===== src/rtl/core/tpq_pkg.sv =====
// ============================================================================
// tpq_pkg
// Shared types and constants for the three-class priority queue: field
// widths, status and class codes, and the controller/datapath interface.
// ============================================================================
package tpq_pkg;

    localparam int TAG_W        = 16;
    localparam int CLASS_W      = 2;
    localparam int STATUS_W     = 3;
    localparam int SEQ_W        = 16;
    localparam int NUM_CLASSES  = 3;
    localparam int CAPACITY_DEF = 64;
    localparam int TAG_BITS_DEF = 16;

    localparam logic CMD_ENQ = 1'b0;
    localparam logic CMD_DEQ = 1'b1;

    localparam logic [CLASS_W-1:0] CLASS_NONE   = 2'd0;
    localparam logic [CLASS_W-1:0] CLASS_LOW    = 2'd1;
    localparam logic [CLASS_W-1:0] CLASS_MEDIUM = 2'd2;
    localparam logic [CLASS_W-1:0] CLASS_HIGH   = 2'd3;

    typedef enum logic [STATUS_W-1:0] {
        ST_QUEUED  = 3'd0,
        ST_SERVED  = 3'd1,
        ST_INVALID = 3'd2,
        ST_EMPTY   = 3'd3,
        ST_FULL    = 3'd4
    } status_t;

    // Commands from the controller to the datapath.
    typedef struct packed {
        logic    do_enq;     // store the accepted entry
        logic    do_deq;     // pop the head of the highest class, start read
        logic    load_now;   // load an immediate status result
        status_t now_code;   // code for an immediate result
        logic    load_read;  // load the served entry from the read data
    } ctrl_t;

    // Status from the datapath to the controller.
    typedef struct packed {
        logic invalid;  // class code of the offered item is invalid
        logic full;     // queue holds its full capacity
        logic empty;    // queue holds no entries
    } stat_t;

endpackage


===== src/rtl/core/tpq_ctrl.sv =====
// ============================================================================
// tpq_ctrl
// Controller: decides each accepted item, sequences the dequeue read
// and owns the output valid flag.
// ============================================================================
module tpq_ctrl
    import tpq_pkg::*;
(
    input  logic  clk,
    input  logic  rst_n,
    input  logic  in_valid,
    input  logic  command,
    output logic  in_stall,
    output logic  out_valid,
    input  logic  out_stall,
    input  stat_t stat,
    output ctrl_t ctrl
);

    typedef enum logic {
        FSM_IDLE,
        FSM_READ
    } fsm_t;

    fsm_t state_reg;
    fsm_t state_next;
    logic out_valid_reg;
    logic out_valid_next;
    logic accept;

    // The output register must be free or draining before a new item enters.
    assign in_stall  = (state_reg == FSM_READ) || (out_valid_reg && out_stall);
    assign accept    = in_valid && !in_stall;
    assign out_valid = out_valid_reg;

    always_comb
    begin
        ctrl.do_enq    = accept && (command == CMD_ENQ) && !stat.invalid && !stat.full;
        ctrl.do_deq    = accept && (command == CMD_DEQ) && !stat.empty;
        ctrl.load_now  = accept && !ctrl.do_deq;
        ctrl.load_read = (state_reg == FSM_READ);
        if (command == CMD_DEQ)
        begin
            ctrl.now_code = ST_EMPTY;
        end
        else if (stat.invalid)
        begin
            ctrl.now_code = ST_INVALID;
        end
        else if (stat.full)
        begin
            ctrl.now_code = ST_FULL;
        end
        else
        begin
            ctrl.now_code = ST_QUEUED;
        end
    end

    always_comb
    begin
        case (state_reg)
            FSM_IDLE: state_next = ctrl.do_deq ? FSM_READ : FSM_IDLE;
            FSM_READ: state_next = FSM_IDLE;
            default:  state_next = FSM_IDLE;
        endcase

        if (ctrl.load_now || ctrl.load_read)
        begin
            out_valid_next = 1'b1;
        end
        else if (!out_stall)
        begin
            out_valid_next = 1'b0;
        end
        else
        begin
            out_valid_next = out_valid_reg;
        end
    end

    always_ff @(posedge clk or negedge rst_n)
    begin
        if (!rst_n)
        begin
            state_reg     <= FSM_IDLE;
            out_valid_reg <= 1'b0;
        end
        else
        begin
            state_reg     <= state_next;
            out_valid_reg <= out_valid_next;
        end
    end

endmodule


===== config.mk =====
export PLATFORM = sky130hd
export DESIGN_NAME = tpq_ctrl
export DESIGN_NICKNAME = d
export VERILOG_FILES = /design/src/rtl/core/tpq_pkg.sv /design/src/rtl/core/tpq_ctrl.sv
export SDC_FILE = /design/constraint.sdc
export NUM_CORES = 1
export LEC_CHECK = 0
export BUFFER_PORTS_ARGS = -buffer_cell sky130_fd_sc_hd__buf_2
export CORE_AREA = 4 4 41 43
export DETAILED_ROUTE_END_ITERATION = 12
export DIE_AREA = 0 0 45 47
export GPL_ROUTABILITY_DRIVEN = 0
export HOLD_SLACK_MARGIN = 0.02
export PLACE_DENSITY = 0.47
export SETUP_SLACK_MARGIN = 0.05
export SYNTH_ARGS = -nofsm -noshare
export SYNTH_HDL_FRONTEND = slang
export SYNTH_SLANG_ARGS = --single-unit

===== constraint.sdc =====
create_clock -name clk -period 2.65 [get_ports clk]
set_clock_uncertainty 0.15 [all_clocks]
set_input_delay 0.53 -clock clk [delete_from_list [all_inputs] [get_ports clk]]
set_output_delay 0.53 -clock clk [all_outputs]
set_load 0.01 [all_outputs]

==> results of run 1 <==
[routing by layer]
metal / global-route usage / up-vias
li1: - / 86
met1: 0.0750 / 68
met2: 0.0537 / 15
met3: 0.0575 / 0
met4: 0.0351 / 0
met5: 0 / -
[area by class of cell]
class / count / area (um^2)
timing repair buffer: 17 / 90.1
inverter: 2 / 7.51
sequential: 2 / 50.0
fill: 160 / 1030
tap: 15 / 18.8
multi-input combinational: 9 / 83.8
clock buffer: 3 / 22.5
[power by group]
group,leakage [nW],internal [mW],switching [mW]
Sequential,0.0248,0.0330,0.00134
Clock,0.0138,0.0499,0.0162
Combinational,0.110,0.0169,0.0186
[cells in the final DEF, fill, tap and decap left out, drive strengths merged]
cell / count
inv: 2
dfrtp: 2
nor4: 1
clkbuf: 3
a21o: 2
nand2b: 1
or2: 1
nor3b: 1
buf: 16
dlygate4sd3: 1
nor2: 1
nor3: 2
[logic make-up after synthesis]
group / count (synthesis) / synth area share
compound gates: 2 / 0.152
buf+inv: 4 / 0.144
flops: 2 / 0.320
simple gates: 7 / 0.384
[per-stage QoR]
| stage | total power [mW] | instance area (um^2) | std cells | worst slack [ns] | utilization |
|---|---|---|---|---|---|
| 3_3_place_gp | 0.0693 | 240 | 44 | 0.748 | 0.185 |
| 3_5_place_dp | 0.0694 | 240 | 44 | 0.740 | 0.185 |
| 5_1_grt | 0.145 | 273 | 48 | 0.690 | 0.210 |
| 4_1_cts | 0.141 | 273 | 48 | 0.741 | 0.210 |
| 6_report | 0.136 | 273 | 48 | 0.742 | 0.210 |
| 2_1_floorplan | 0.0548 | 156 | 15 | 0.912 | - |
[what timing repair did]
item                      in CTS  in global routing
hold endpoints to repair       2                  0
hold buffers                   1                  0
setup buffers                  0                  0
[worst max-delay path by stage]
stage | start | endpoint | slack, ns | cells after the start
2_1_floorplan | out_stall | ctrl[5] | 0.91 | 2
3_3_place_gp | command | ctrl[6] | 0.75 | 4
3_5_place_dp | command | ctrl[6] | 0.74 | 4
4_1_cts | command | ctrl[6] | 0.74 | 4
5_1_grt | command | ctrl[6] | 0.69 | 4
6_report | command | ctrl[6] | 0.74 | 4
==> metrics.yaml, run 1 <==
timing:
  final.setup.tns_ns: 0
  whs_ns: 0.399
  setup_viol: 0
  fmax_ghz: 0.524
  final.min_clock_period_ns: 1.91
  post-route-period-util: 0.720
  rsz0062_at_grt: "false"
  finalHoldViolCount: 0
  slew_headroom: 0.885
  tightest_slew_ns: 0.172
  slew_viol_final: 0
worst_setup_path:
  crit_buf_inv: 2
  r2r-start: "out_valid$_DFFE_PN0P_"
  end_kind: "output pin"
  crit_required_ns: 1.97
  reg2reg_depth: 2
  r2r_setup_slack_ns: 1.58
  r2r_end: "out_valid$_DFFE_PN0P_"
  critPathTopFamily: "simple AND/OR/NAND/NOR gates"
  slowest_stage: "or2_1"
  max_stage_delay_ns: 0.28
  startpoint_type: "input pin"
  path_cells: "buf_2 -> or2_1 -> nor4_4 -> buf_2"
  crit_type: "in -> out"
  crit_arrival_ns: 1.23
  crit_top_cell: "buf_2"
  worstPathMaxFanout: 3
die:
  rows: 13
  die_w_um: 45
  coreArea_um2: 1300
  die-area_um2: 2120
  initial_core_util: 0.120
  die_y_um: 47
  ios: 17
global_routing:
  grt_pass1_wl_um: 752
  grt_max_degree: 7
  grt_overflow: 0
  track_usage: 0.0577
  grt_pass1_vias: 153
  antenna_found_initial: 0
logic_synthesis:
  ys_seq_area_frac: 0.320
  synth_area_um2: 156
  synthArstFlopShare: 1.00
  syn-num-nets: 23
  avgSynthCellArea_um2: 10.4
  synthCells: 15
  netlist_top_cells_area: "dfrtp_1, nor4_4, a21o_4"
  ys_top_cells_by_count: "buf_4, dfrtp_1, inv_1, nor3_1"
  synth_warnings: 0
  yosys.area.top_type_share: 0.320
  synth_seq_cells: 2
  synth-edff-count: 0
  synth_ff_type: "dfrtp_1"
  synth_top_cell_by_area: "dfrtp_1"
  synth.distinct_cells: 11
cts:
  clk_pin_slew_worst_paths_ns: 0.03
  worstSkewPairLatency_ns: 0.22
  cts_buffers: 3
  cts_tree: "yes"
  cts-root-buf: "clkbuf_4"
  clock_sinks: 2
  h-tree-depth: 1
  cts_buffer_depth: 2
  cts-resized-gates: 0
route:
  ant_nets: 0
  drt_iter0_markers: 0
  avgViaCountPerCell: 3.52
  remaining_drc_errors: 0
  met3_length_um: 88
  dr.max_layer_used: "met3"
  dr.pass1.iters: 1
  wl_um: 506
  met1_length_um: 271
  wl_met2_um: 146
  vias: 169
  routedWlPerCell_um: 10.5
placed_design:
  port-buffer-count: 16
worst_hold_path:
  hold_path.class: "in -> reg"
  worstHoldStart: "in_valid"
  worstHoldEndpoint: "out_valid$_DFFE_PN0P_"
  hold_depth: 2
flow_run:
  maxCapViolations: 0
pwr:
  p_per_area_nw_per_um2: 498
  p_leak_nw: 0.149
  ir_drop_mv: 0.122
cells_and_area:
  nets: 43
  layout-drive-gt1-share: 0.697
  area_growth_pct: 74.4
  num_antenna_cells: 0
run_status:
  run_status: "finished, final reports clean"
No activity file was read; power rests on OpenSTA's default activity.
==> run 2: changes to the inputs <==
Settings changed: ABC_AREA set to 1, PLACE_DENSITY 0.47 to 0.46.
Clock period 2.65 ns to 1.8 ns, I/O delays scaled along.
==> run 2 against run 1 <==
Against the previous run: non-clock buffer count unchanged; final cell count up 17%; sequential share of layout area up 0.61 points; critical path type is now reg -> out; critical endpoint is now ctrl[4].
==> metrics.yaml, run 2 <==
timing:
  slew_viol_final: 0  # unchanged
  fmax_ghz: 0.637
  rsz0062_at_grt: "false"
  slew_headroom: 0.891  # +0.00685
  finalHoldViolCount: 0  # unchanged
  final.setup.tns_ns: 0  # unchanged
  post-route-period-util: 0.873
  setup_viol: 0  # unchanged
  final.min_clock_period_ns: 1.57
  tightest_slew_ns: 0.162  # -0.00944 ns
cells_and_area:
  layout-drive-gt1-share: 0.537  # -0.160
  nets: 51  # +19%
  area_growth_pct: 78.8
  layout_commonest_cell: "buf_2"
  num_antenna_cells: 0  # unchanged
  mostFrequentLayoutCells: "buf_2, nor2_1, inv_1, clkbuf_4"
  instances_no_fill: 56  # +17%
global_routing:
  grt_pass1_vias: 184  # +20%
  grt_overflow: 0  # unchanged
  grt_max_degree: 5  # -2
  antenna_found_initial: 0  # unchanged
  grt_pass1_wl_um: 669  # -11%
  track_usage: 0.0513  # -0.00632
worst_hold_path:
  hold_path.class: "in -> reg"
logic_synthesis:
  ys_top_cells_by_count: "nor2_1, inv_1"
  synth.distinct_cells: 10  # -1
  synth_ff_type: "dfrtp_1"
  synth_seq_cells: 2  # unchanged
  netlist_top_cells_area: "dfrtp_1, nor2_1, inv_1"
  synth_top_cell_by_area: "dfrtp_1"
  yosys.area.top_type_share: 0.339  # +0.0190
  synth_most_common_cell: "nor2_1"
  synth_warnings: 0  # unchanged
  synthCells: 23  # +8
  syn-num-nets: 31  # +35%
  synthArstFlopShare: 1.00  # unchanged
  avgSynthCellArea_um2: 6.42  # -38%
  synth_area_um2: 148  # -5.6%
  ys_seq_area_frac: 0.339  # +0.0190
  synth-edff-count: 0  # unchanged
worst_setup_path:
  slowest_stage: "dfrtp_1"
  crit_required_ns: 1.29  # -0.68 ns
  r2r_setup_slack_ns: 0.85  # -0.73 ns
  path_cells: "nand2_1 -> nand3_1 -> nor2_1 -> buf_2"
  end_kind: "output pin"
  max_stage_delay_ns: 0.38  # +0.10 ns
  crit_arrival_ns: 1.06  # -0.17 ns
  worstPathMaxFanout: 4  # +1
  crit_type: "reg -> out"
  startpoint_type: "flop"
pwr:
  p_per_area_nw_per_um2: 740  # +48%
  p_leak_nw: 0.162  # +8.6%
  ir_drop_mv: 0.157  # +29%
die:
  rows: 13  # unchanged
  ios: 17  # unchanged
  die_w_um: 45  # unchanged
  coreArea_um2: 1300  # unchanged
  initial_core_util: 0.113  # -0.00673
  die-area_um2: 2120  # unchanged
  die_y_um: 47  # unchanged
route:
  vias: 191  # +13%
  avgViaCountPerCell: 3.41  # -3.1%
  routedWlPerCell_um: 7.70  # -27%
  wl_um: 431  # -15%
  drt_iter0_markers: 4  # +4
  ant_nets: 0  # unchanged
  dr.pass1.iters: 4  # +3
  remaining_drc_errors: 0  # unchanged
placed_design:
  port-buffer-count: 16  # unchanged
  dp_cells: 52  # +18%
  post-dp-hpwl_um: 345
cts:
  hold_buffers: 1  # unchanged
  cts_buffers: 3  # unchanged
  cts_setup_buffers: 0  # unchanged
  cts_buffer_depth: 2  # unchanged
  cts-resized-gates: 0  # unchanged
  cts_tree: "yes"
  h-tree-depth: 1  # unchanged
  clk_pin_slew_worst_paths_ns: 0.03  # about the same
  worstSkewPairLatency_ns: 0.22  # about the same
  clock_sinks: 2  # unchanged
  cts-root-buf: "clkbuf_4"
run_status:
  run_status: "finished, final reports clean"
flow_run:
  maxCapViolations: 0  # unchanged
## run 2: area by class of cell
| cell class | count | area, um^2 |
|---|---|---|
| fillers | 160 | 1040 |
| inverters | 7 | 26.3 |
| well taps | 15 | 18.8 |
| multi-input cells | 12 | 56.3 |
| flip-flops and latches | 2 | 50.0 |
| repair buffers | 17 | 90.1 |
| clock buffers | 3 | 22.5 |
## run 2: worst max-delay path: cells and delay by family, from the launching register on
family        cells  cell delay [ns]
flops             1             0.38
simple gates      3             0.32
buf+inv           1             0.14
## run 2: worst paths after layout
| path | startpoint | end | cells after the start |
|---|---|---|---|
| max | out_valid$_DFFE_PN0P_ | ctrl[4] | 4 |
| min | out_stall | out_valid$_DFFE_PN0P_ | 3 |
| max reg2reg | out_valid$_DFFE_PN0P_ | out_valid$_DFFE_PN0P_ | 2 |
| min reg2reg | state_reg$_DFF_PN0_ | out_valid$_DFFE_PN0P_ | 2 |
| max in group asynchronous | rst_n | state_reg$_DFF_PN0_ | 2 |
| min in group asynchronous | rst_n | out_valid$_DFFE_PN0P_ | 2 |
## run 2: metal layers
layer,share of wire,GRT usage,vias up,wire length [um]
met5,0,0,-,0
met4,0.044,0.105,0,19
met3,0.19,0.0230,2,81
met2,0.38,0.0508,14,162
met1,0.39,0.0523,75,167
li1,-,-,100,-
## run 2: report_power, final
group	total [mW]	switching [mW]	internal (mW)
Combinational	0.0453	0.0248	0.0205
Sequential	0.0507	0.00213	0.0485
Clock	0.0993	0.0257	0.0736
Total	0.195	0.0527	0.143
## run 2: cells by family after synthesis
kind of cell           after synthesis  synth area share
and+or+nand+nor                     10             0.314
DFF                                  2             0.339
AOI/OAI and AO/OA                    2            0.0677
buffers and inverters                9             0.280
## run 2: per-stage QoR
stage | hold WS, ns | area [um^2] | worst slack (ns) | power [mW] | util
2_1_floorplan | -0.0856 | 148 | 0.523 | 0.0749 | -
3_3_place_gp | -0.00362 | 231 | 0.390 | 0.0953 | 0.178
3_5_place_dp | -0.00335 | 231 | 0.385 | 0.0952 | 0.178
4_1_cts | 0.241 | 264 | 0.220 | 0.204 | 0.203
5_1_grt | 0.254 | 264 | 0.130 | 0.214 | 0.203
6_report | 0.247 | 264 | 0.229 | 0.195 | 0.203
==> run 3: changes to the inputs <==
Settings changed: ABC_AREA 1 to not set, PLACE_DENSITY 0.46 to 0.47.
==> run 3 against run 2 <==
Against the previous run: largest cell class unchanged; largest power group unchanged; clock power fell by 0.5%; register-to-register slack lost 0.11 ns; final cell count down 14%.
==> metrics.yaml, run 3 (synthesis results as in run 1) <==
cells_and_area:
  final_area_um2: 278  # +5.2%
  area_growth_pct: 77.6
  num_antenna_cells: 0  # unchanged
  layout-drive-gt1-share: 0.727  # +0.191
  nFillCells: 159  # -0.63%
  multi_input_comb_area_um2: 88.8  # +58%
  layout_commonest_cell: "buf_2"
  nets: 43  # -16%
  register_area_um2: 50.0  # unchanged
  mostFrequentLayoutCells: "buf_2, clkbuf_4, inv_1, dfrtp_1"
placed_design:
  port-buffer-count: 16  # unchanged
  place_area_um2: 240  # +3.8%
global_routing:
  grt_pass1_wl_um: 779  # +16%
  grt_pass1_vias: 184  # unchanged
  grt_max_degree: 7  # +2
  track_usage: 0.0608  # +0.00948
  antenna_found_initial: 0  # unchanged
  grt_overflow: 0  # unchanged
cts:
  cts-root-buf: "clkbuf_4"
  h-tree-depth: 1  # unchanged
  cts_buffers: 3  # unchanged
  worstSkewPairLatency_ns: 0.22  # about the same
  cts_setup_buffers: 0  # unchanged
  clk_pin_slew_worst_paths_ns: 0.03  # about the same
  clock_sinks: 2  # unchanged
  cts_tree: "yes"
  cts_buffer_depth: 2  # unchanged
run_status:
  run_status: "finished, final reports clean"
timing:
  finalHoldViolCount: 0  # unchanged
  tightest_slew_ns: 0.196  # +0.0339 ns
  post-route-period-util: 0.909  # +0.0368
  slew_headroom: 0.869  # -0.0224
  fmax_ghz: 0.611  # -4.0%
  slew_viol_final: 0  # unchanged
  whs_ns: 0.221  # -0.0263 ns
  final.min_clock_period_ns: 1.64  # +0.0662 ns
  rsz0062_at_grt: "false"
  setup_viol: 0  # unchanged
  final.setup.tns_ns: 0  # unchanged
pwr:
  p_per_area_nw_per_um2: 728  # -1.6%
  p_sw_uw: 55.0  # +4.4%
  clockPowerShare: 0.489  # -0.019
  switching_share: 0.272  # +0.00246
  seqPwrFrac: 0.250  # -0.009
  p_leak_nw: 0.150  # -7.2%
  ir_drop_mv: 0.130  # -17%
  pwr-share-comb: 0.262  # +0.030
  intPower_uw: 147  # +3.1%
worst_setup_path:
  end_kind: "output pin"
  crit_type: "reg -> out"
  path_cells: "a21o_4 -> nor3_2 -> buf_2"
  worstPathMaxFanout: 6  # +2
  startpoint_type: "flop"
  crit_required_ns: 1.29  # about the same
  slowest_stage: "dfrtp_1"
  crit_arrival_ns: 1.13  # +0.07 ns
  max_stage_delay_ns: 0.37  # about the same
die:
  die-area_um2: 2120  # unchanged
  rows: 13  # unchanged
  coreArea_um2: 1300  # unchanged
  die_w_um: 45  # unchanged
  ios: 17  # unchanged
  die_y_um: 47  # unchanged
  initial_core_util: 0.120  # +0.00673
route:
  remaining_drc_errors: 0  # unchanged
  dr.max_layer_used: "met3"
  avgViaCountPerCell: 3.56  # +4.5%
  dr.pass1.iters: 2  # -2
  met1_length_um: 263  # +57%
  routedWlPerCell_um: 10.1  # +31%
  wl_um: 484  # +12%
  drt_iter0_markers: 2  # -2
  vias: 171  # -10%
  ant_nets: 0  # unchanged
  wl_met2_um: 140  # -14%
  met3_length_um: 80  # -1.2%
flow_run:
  maxCapViolations: 0  # unchanged
worst_hold_path:
  hold_path.class: "in -> reg"
[run 3: cell types whose count changed in the layout (fill, tap and decap cells not counted), moves of 2 or more]
cell,change
nor2_1,-5
inv_2,-2
nand2_1,-2
inv_1,-3
[run 3: worst max-delay path, delay by kind of cell (launching register included)]
family          cells  cell delay [ns]
flops               1             0.37
compound gates      1             0.24
simple gates        1             0.15
buf+inv             1             0.15
[run 3: path summary, 6_finish.rpt]
path                            cells past startpoint                     to                   from  slack [ns]
worst max-delay path                                3                ctrl[5]  out_valid$_DFFE_PN0P_        0.16
worst min-delay path                                2  out_valid$_DFFE_PN0P_               in_valid        0.22
worst max register to register                      2  out_valid$_DFFE_PN0P_  out_valid$_DFFE_PN0P_        0.74
worst min register to register                      2    state_reg$_DFF_PN0_    state_reg$_DFF_PN0_        0.44
max in group asynchronous                           2  out_valid$_DFFE_PN0P_                  rst_n        1.10
min in group asynchronous                           2    state_reg$_DFF_PN0_                  rst_n        0.30
[run 3: cell type report]
cell class	count	share of cell area
timing repair buffer	17	0.324
multi-input combinational	9	0.320
sequential	2	0.180
clock buffer	3	0.0811
tap	15	0.0676
inverter	2	0.0270
[run 3: through the flow]
stage / worst slack [ns] / instances / util / total power, mW
2_1_floorplan: 0.318 / 15 / - / 0.0806
3_3_place_gp: 0.234 / 44 / 0.185 / 0.102
3_5_place_dp: 0.234 / 44 / 0.185 / 0.102
4_1_cts: 0.0652 / 48 / 0.210 / 0.209
5_1_grt: 0.0704 / 48 / 0.213 / 0.218
6_report: 0.163 / 48 / 0.213 / 0.202
[run 3: routing by layer]
layer / track usage / vias to the layer above
met2: 0.0565 / 15
met1: 0.0750 / 70
li1: - / 86
met5: 0 / -
met4: 0.0526 / 0
met3: 0.0575 / 0
[run 3: power by group through the flow]
| stage | combinational, mW | clock, mW | sequential (mW) |
|---|---|---|---|
| 5_1_grt | 0.0587 | 0.108 | 0.0510 |
| 6_report | 0.0529 | 0.0988 | 0.0504 |
| 4_1_cts | 0.0527 | 0.106 | 0.0506 |
| 2_1_floorplan | 0.0284 | 0 | 0.0522 |
| 3_3_place_gp | 0.0508 | 0 | 0.0510 |
| 3_5_place_dp | 0.0509 | 0 | 0.0511 |
[run 3: timing repair]
action,4_1_cts,5_1_grt
resized for setup,0,1
hold buffers,1,0
hold endpoints to repair,2,0
endpoints found under the setup margin,0,2
